--- src/hdl/pfa_pkg.sv ---
// Package for the page frame allocator: command codes, state type, control structs.
// No dependencies.
package pfa_pkg;

    localparam int FRAME_COUNT = 32768;

    localparam logic [2:0] KIND_ALLOC    = 3'd0;
    localparam logic [2:0] KIND_FREE     = 3'd1;
    localparam logic [2:0] KIND_RALLOC   = 3'd2;
    localparam logic [2:0] KIND_RFREE    = 3'd3;
    localparam logic [2:0] KIND_INIT     = 3'd4;

    localparam logic [1:0] CFG_USABLE    = 2'd0;
    localparam logic [1:0] CFG_RES_LOW   = 2'd1;
    localparam logic [1:0] CFG_RES_HIGH  = 2'd2;

    typedef enum logic [3:0] {
        S_RST_CLR,
        S_IDLE,
        S_DECODE,
        S_CLEAR,
        S_FILL,
        S_SCAN_RD,
        S_SCAN_CHK,
        S_POP_RD,
        S_FREE_RD,
        S_FREE_WR,
        S_RESULT
    } t_state;

    typedef enum logic [1:0] {
        POOL_GEN,
        POOL_RES
    } t_pool;

    // controller -> datapath
    typedef struct packed {
        logic capture;      // latch the input item
        logic clr_start;    // begin the map clearing sweep
        logic clr_step;     // write one byte of the sweep
        logic clr_zero;     // sweep writes zero everywhere (after reset)
        logic scan_start;   // load the scan pointer for the selected pool
        logic scan_rd;      // issue a bitmap read at the scan pointer
        logic scan_chk;     // evaluate the registered byte
        t_pool pool;
        logic fill_mode;    // scan result goes onto the stack
        logic pop_rd;       // read stack top
        logic pop_done;     // result from popped entry
        logic push;         // push captured frame
        logic bit_rd;       // read byte of captured frame
        logic bit_clr;      // clear the captured frame's bit
        logic init_ptrs;    // reset scan pointers and stack at initialize
        logic fail;         // report no free frame
        logic zero_res;     // report frame 0, status 0
        logic out_load;     // move result into the output register
    } t_ctrl;

    // datapath -> controller
    typedef struct packed {
        logic [2:0] kind;
        logic frame_ok;
        logic stack_empty;
        logic stack_full;
        logic clr_done;
        logic scan_hit;
        logic scan_last;    // the byte just checked was the last one of the sweep
        logic pool_empty;
    } t_stat;

endpackage

--- src/hdl/pfa_ctrl.sv ---
// Controller state machine of the page frame allocator.
// Depends on pfa_pkg.
module pfa_ctrl import pfa_pkg::*; (
    input  logic  i_clk,
    input  logic  i_rst_n,
    input  logic  i_in_xfer,
    input  logic  i_out_free,
    input  t_stat i_stat,
    output t_ctrl o_ctrl,
    output logic  o_busy,
    output logic  o_out_load
);
    t_state r_state, n_state;
    logic   r_fill, n_fill;
    logic   r_pool_res, n_pool_res;
    logic   r_popped, r_scanned;

    always_ff @(posedge i_clk) begin
        if (!i_rst_n) begin
            r_state    <= S_RST_CLR;
            r_fill     <= 1'b0;
            r_pool_res <= 1'b0;
        end else begin
            r_state    <= n_state;
            r_fill     <= n_fill;
            r_pool_res <= n_pool_res;
        end
    end

    always_comb begin
        n_state    = r_state;
        n_fill     = r_fill;
        n_pool_res = r_pool_res;
        case (r_state)
            S_RST_CLR: if (i_stat.clr_done) n_state = S_IDLE;
            S_IDLE: if (i_in_xfer) n_state = S_DECODE;
            S_DECODE: begin
                n_fill = 1'b0;
                n_pool_res = 1'b0;
                case (i_stat.kind)
                    KIND_ALLOC: begin
                        if (!i_stat.stack_empty) n_state = S_POP_RD;
                        else if (i_stat.pool_empty) n_state = S_RESULT;
                        else n_state = S_SCAN_RD;
                    end
                    KIND_FREE: begin
                        if (!i_stat.frame_ok) n_state = S_RESULT;
                        else if (!i_stat.stack_full) n_state = S_RESULT;
                        else n_state = S_FREE_RD;
                    end
                    KIND_RALLOC: begin
                        n_pool_res = 1'b1;
                        n_state = S_RESULT;
                        if (!(i_stat.pool_empty)) n_state = S_SCAN_RD;
                    end
                    KIND_RFREE: n_state = i_stat.frame_ok ? S_FREE_RD : S_RESULT;
                    KIND_INIT: n_state = S_CLEAR;
                    default: n_state = S_RESULT;
                endcase
            end
            S_CLEAR: if (i_stat.clr_done) begin
                n_fill = 1'b1;
                n_state = S_FILL;
            end
            S_FILL: n_state = (i_stat.pool_empty || i_stat.stack_full) ? S_RESULT : S_SCAN_RD;
            S_SCAN_RD: n_state = S_SCAN_CHK;
            S_SCAN_CHK: begin
                if (i_stat.scan_hit) n_state = r_fill ? S_FILL : S_RESULT;
                else if (i_stat.scan_last) n_state = S_RESULT;
                else n_state = S_SCAN_RD;
            end
            S_POP_RD: n_state = S_RESULT;
            S_FREE_RD: n_state = S_FREE_WR;
            S_FREE_WR: n_state = S_RESULT;
            S_RESULT: if (i_out_free && !r_popped) n_state = S_IDLE;
            default: n_state = S_IDLE;
        endcase
    end

    always_ff @(posedge i_clk) begin
        if (!i_rst_n) begin
            r_popped  <= 1'b0;
            r_scanned <= 1'b0;
        end else begin
            r_popped  <= (r_state == S_POP_RD);
            r_scanned <= (r_state == S_SCAN_CHK) && (i_stat.scan_hit || !r_fill);
        end
    end

    always_comb begin
        o_ctrl = '0;
        o_ctrl.pool = r_pool_res ? POOL_RES : POOL_GEN;
        o_ctrl.fill_mode = r_fill;
        case (r_state)
            S_RST_CLR: begin
                o_ctrl.clr_step = 1'b1;
                o_ctrl.clr_zero = 1'b1;
            end
            S_IDLE: o_ctrl.capture = i_in_xfer;
            S_DECODE: begin
                o_ctrl.pool = (i_stat.kind == KIND_RALLOC) ? POOL_RES : POOL_GEN;
                o_ctrl.scan_start = 1'b1;
                o_ctrl.clr_start  = 1'b1;
                o_ctrl.zero_res   = 1'b1;
                if (i_stat.kind == KIND_ALLOC && i_stat.stack_empty && i_stat.pool_empty)
                    o_ctrl.fail = 1'b1;
                if (i_stat.kind == KIND_RALLOC && i_stat.pool_empty)
                    o_ctrl.fail = 1'b1;
                if (i_stat.kind == KIND_FREE && i_stat.frame_ok && !i_stat.stack_full)
                    o_ctrl.push = 1'b1;
            end
            S_CLEAR: begin
                o_ctrl.clr_step = 1'b1;
                if (i_stat.clr_done) o_ctrl.init_ptrs = 1'b1;
            end
            S_FILL: begin
                o_ctrl.scan_start = 1'b1;
                // initialize reports frame 0 once filling stops
                if (i_stat.pool_empty || i_stat.stack_full) o_ctrl.zero_res = 1'b1;
            end
            S_SCAN_RD: o_ctrl.scan_rd = 1'b1;
            S_SCAN_CHK: begin
                o_ctrl.scan_chk = 1'b1;
                if (!i_stat.scan_hit && i_stat.scan_last && !r_fill) o_ctrl.fail = 1'b1;
                if (!i_stat.scan_hit && i_stat.scan_last && r_fill) o_ctrl.zero_res = 1'b1;
            end
            S_POP_RD: o_ctrl.pop_rd = 1'b1;
            S_FREE_RD: o_ctrl.bit_rd = 1'b1;
            S_FREE_WR: o_ctrl.bit_clr = 1'b1;
            S_RESULT: begin
                if (r_popped) o_ctrl.pop_done = 1'b1;
                if (r_fill && r_scanned) o_ctrl.zero_res = 1'b1;
                // a popped entry passes the stack read register first
                o_ctrl.out_load = i_out_free && !r_popped;
            end
            default: ;
        endcase
        if (r_state == S_RESULT && r_fill) o_ctrl.zero_res = 1'b1;
    end

    assign o_busy     = (r_state != S_IDLE);
    assign o_out_load = o_ctrl.out_load;
endmodule

--- config.mk ---
export PLATFORM = sky130hd
export DESIGN_NAME = pfa_ctrl
export DESIGN_NICKNAME = d
export VERILOG_FILES = /design/src/hdl/pfa_pkg.sv /design/src/hdl/pfa_ctrl.sv
export SDC_FILE = /design/constraint.sdc
export NUM_CORES = 1
export LEC_CHECK = 0
export ABC_AREA = 1
export ABC_CLOCK_PERIOD_IN_PS = 3400
export BUFFER_PORTS_ARGS = -buffer_cell sky130_fd_sc_hd__buf_2
export CORE_MARGIN = 2
export CORE_UTILIZATION = 45
export DETAILED_ROUTE_END_ITERATION = 16
export PLACE_DENSITY_LB_ADDON = 0.08
export SLEW_MARGIN = 40
export SYNTH_ARGS = -nofsm -noshare
export SYNTH_HDL_FRONTEND = slang
export SYNTH_SLANG_ARGS = --single-unit
--- constraint.sdc ---
create_clock -name i_clk -period 3.4 [get_ports i_clk]
set_input_delay 0.34 -clock i_clk [delete_from_list [all_inputs] [get_ports i_clk]]
set_output_delay 0.34 -clock i_clk [all_outputs]
set_load 0.01 [all_outputs]
# Word-level counts from Yosys, hierarchy flattened
# Index checks and enable logic that the tools add are counted.
[op_classes]
eq_ne = 19
muxes = 47
reduce_logical = 26
[ops]
columns = ["cell", "n"]
rows = [
  ["4-bit 2-to-1 mux", 10],
  ["4-bit case mux with 10 select lines", 1],
  ["1-bit 2-to-1 mux", 29],
  ["4-bit case mux with 5 select lines", 1],
  ["4-bit by 3-bit equality test with 1-bit output, second input constant", 4],
  ["4-bit equality test, second input constant", 3],
  ["1-bit logical AND", 12],
  ["4-bit by 2-bit equality test with 1-bit output, second input constant", 2],
  ["2-bit != test, second input constant", 4],
  ["3-bit by 2-bit equality test with 1-bit output, second input constant", 2],
  ["2-bit 2-to-1 mux", 3],
  ["2-bit OR reduction", 3],
  ["4-bit by 1-bit equality test with 1-bit output, second input constant", 1],
  ["1-bit zero test", 4],
  ["4-bit zero test", 1],
  ["4-bit by 1-bit != test with 1-bit output, second input constant", 1],
  ["1-bit case mux with 2 select lines", 2],
  ["1-bit case mux with 4 select lines", 1],
  ["4-bit AND reduction", 1],
  ["3-bit by 1-bit equality test with 1-bit output, second input constant", 1],
  ["3-bit equality test, second input constant", 1],
  ["3-bit zero test", 1],
  ["1-bit logical OR", 2],
  ["2-bit AND reduction", 1],
  ["2-bit nonzero test", 1],
]
[totals]
register_bits = 8
out_inout_bits = 21
wordCells = 97

# Logic depth before layout (Yosys ltp)
[depth]
ltp_word = 6
mapped_depth = 10
mapped_depth_nobuf = 10

# Worst setup path before layout
# Ideal clock, no wire load.
[synth_timing]
path_kind = "register -> output"
start = "register r_state[1]"
end = "output port o_ctrl[0] (netlist bit)"
arrival_ns = 1.219
required_ns = 3.060
setup_slack_ns = 1.841
stages_incl_launch_ff = 7
path_buffers = 2
cell_sequence = "dfxtp_1 > buf_4 > nand2_4 > nor2_2 > inv_1 > nor3_1 > buf_4"
[synth_between]
elab_chain_cells = 2
[synth_rtl]
columns = ["item", "line_no", "rtl"]
rows = [
  ["start: declaration", "pfa_ctrl.sv:13", "t_state r_state, n_state;"],
  ["start signal: assignment", "pfa_ctrl.sv:24", "r_state <= n_state;"],
  ["4-bit equality test", "pfa_ctrl.sv:94", "case (r_state)"],
  ["1-bit 2-to-1 mux", "pfa_ctrl.sv:94", ""],
  ["end: declaration", "pfa_ctrl.sv:9", "output t_ctrl o_ctrl,"],
]
# No other way between the ends.

==> flow_summary.toml <==
[run_status]
run_status = "finished, final reports clean"

[drt]
drt-pass1-iter-count = 4
wl_per_cell_um = 10.4
routed-wl-met2_um = 945
drc = 0
drt-met1-wl_um = 871
routed_wl_um = 1930
vias_per_cell = 4.96
drt_iter0_drc = 17
vias = 922
dr_wl_met3_um = 113
maxUsedRoutingLayer = "met3"
ant_nets = 0

[setup_path]
start_kind = "flip-flop"
path_cells = "nand2_4 > nor2_2 > inv_1 > nor2_1 > o21ai_0 > nand3_1 > buf_2"
cp_slowest_cell = "dfxtp_1"
critPathKind = "flip-flop to primary output"
cp.arrival_ps = 1550
cp-startpoint = "r_state[1]$_SDFFE_PN0P_"
worst_setup_path_end_kind = "primary output"
crit_required_ps = 3060
regToRegEndpoint = "r_state[0]$_SDFFE_PN0P_"
reg2reg_slack_ps = 2000
slowest_delay_ps = 520
reg2reg_depth = 9
crit_fanout = 9
rr_startpoint = "r_state[1]$_SDFFE_PN0P_"

[placed_design]
port-buffer-count = 33
pre_cts_slack_ps = 1790
dp.cells = 182
gp_congestion = 0.830
dpl.hpwl_um = 1650

[timing]
finalCritPeriodShare_pct = 55.4
hold_viol = 0
post-route-min-period_ps = 1890
setup_tns_ps = 0
setup_viol = 0
finalClockSkew_ps = 4.14
fmax_mhz = 530
finalMaxSlewViolations = 0
rsz0062_at_grt = "false"
layout_setup_ws_ps = 1510

[global_routing]
grt_pass1_wl_um = 3130
grt_overflow = 0
grt.total_usage_pct = 20.8
antenna_found_initial = 0
first_global_vias = 780
grt_start_max_net_pins = 10

[power]
peakVddDrop_v = 0.000442
power.share.sequential_pct = 24.1
p_int_mw = 0.287
swShare_pct = 51.4
power_mw = 0.590
power_frac_clock_pct = 12.1
power.switching_mw = 0.304
pwr_density_cell_nw_per_um2 = 632
p_comb_share_pct = 63.8
p_leak_nw = 0.550

[min_path]
hold_depth = 3
hold_start = "i_rst_n"
hold_class = "input port to flip-flop"
min_to = "r_state[3]$_SDFFE_PN0P_"

[cts]
hold_buffers = 0
cts_made_buffers = 3
insertion_delay_ps = 250
cts.path.max_buffers = 2
cts_tree = "built"
root_buffer = "clkbuf_4"
post_cts_buffers = 0
cts_max_level = 1
clock-sinks = 7
cts_resized = 0
clk_pin_slew_worst_paths_ps = 50

[floorplan]
io_pins = 35
dieWidth_um = 44.9
num_rows = 14
core-area_um2 = 1540
dieArea_um2 = 2020
die_y_um = 44.9
start_util_pct = 48.9

[final_layout]
stdcell_count = 186
utilization_pct = 60.6
mostFrequentLayoutCells = "33 x buf_2, 32 x nand2_1, 25 x inv_1"
syn_to_final_growth_pct = 24.1
antenna_cells = 0
drive_gt1_share_pct = 32.4
layout.nets = 185
fillers = 160
layout_commonest_cell = "buf_2"

[yosys]
synth_area_leaders = "dfxtp_1 19%, nand2_1 16%, inv_1 12%"
netlist.area_leader.share_pct = 18.6
synth_area_leader_cell = "dfxtp_1"
postSynthCellCount = 137
ys.warnings.count = 0
ys_seq_elements = 7
synth_fp_nets = 151
synthesis.area_um2 = 753
yosys.cell_types.count = 23
syn_avg_cell_area_um2 = 5.50
yosysSeqAreaShare_pct = 18.6

[job]
max_cap_viol_count = 0
cell usage after synthesis (all sizes together):
| master | count |
|---|---|
| o22ai | 1 |
| dfxtp | 7 |
| inv | 29 |
| o211ai | 1 |
| a21oi | 3 |
| a22o | 1 |
| nand3 | 12 |
| o21ai | 9 |
| nor2 | 26 |
| nor3 | 4 |
| buf | 4 |
| nand2 | 35 |
| conb | 1 |
| nand4 | 3 |
| o31ai | 1 |
worst max path at each step:
stage	depth (start not counted)	slack [ps]	end
floorplan	6	1840	o_ctrl[0]
global route	7	1370	o_ctrl[1]
CTS	7	1510	o_ctrl[1]
detailed placement	7	1790	o_ctrl[1]
finish	7	1510	o_ctrl[1]
global placement	7	1860	o_ctrl[1]
metrics by stage:
step           area, um^2  hold WS [ps]
2_1_floorplan         753           438
3_3_place_gp          908           513
3_5_place_dp          908           526
4_1_cts               935           293
5_1_grt               935           315
6_report              935           301
power by group through the flow:
stage	logic (mW)	clock network, mW	registers [mW]
after floorplan	0.288	0	0.123
after global placement	0.373	0	0.141
after detailed placement	0.378	0	0.143
after CTS	0.379	0.0755	0.141
after global routing	0.428	0.0816	0.148
final	0.377	0.0717	0.142
cells by family (layout without fill, tap and decap cells):
logic type      count (synthesis)  count (layout)  share of synthesized area [%]
buf+inv                        33              66                           18.4
simple gates                   80              80                           48.5
compound gates                 16              16                           14.0
other cells                     1               1                          0.498
flops                           7               7                           18.6
per-layer routing:
layer,track usage (%),vias to the layer above
li1,-,495
met1,25.4,395
met2,36.8,32
met3,7.20,0
met4,1.76,0
met5,0,-
worst max-delay path: cells and delay by family, from the launching register on:
kind | cells | cell delay (ps)
flops | 1 | 520
simple gates | 4 | 480
buf+inv | 2 | 190
compound gates | 1 | 100
sequential cells by signal, indices dropped and copies added (netlist names):
name,cells
r_popped,1
r_fill,1
r_pool_res,1
r_state,4
layout make-up:
cell class                      count  area [um^2]  share of cell area (%)
Inverter                           29          109                    11.6
Timing Repair Buffer               33          165                    17.7
Multi-Input combinational cell     97          474                    50.7
Clock buffer                        4         26.3                    2.81
Sequential cell                     7          140                    15.0
Tap cell                           16         20.0                    2.14
Power figures use the tool's default switching activity.
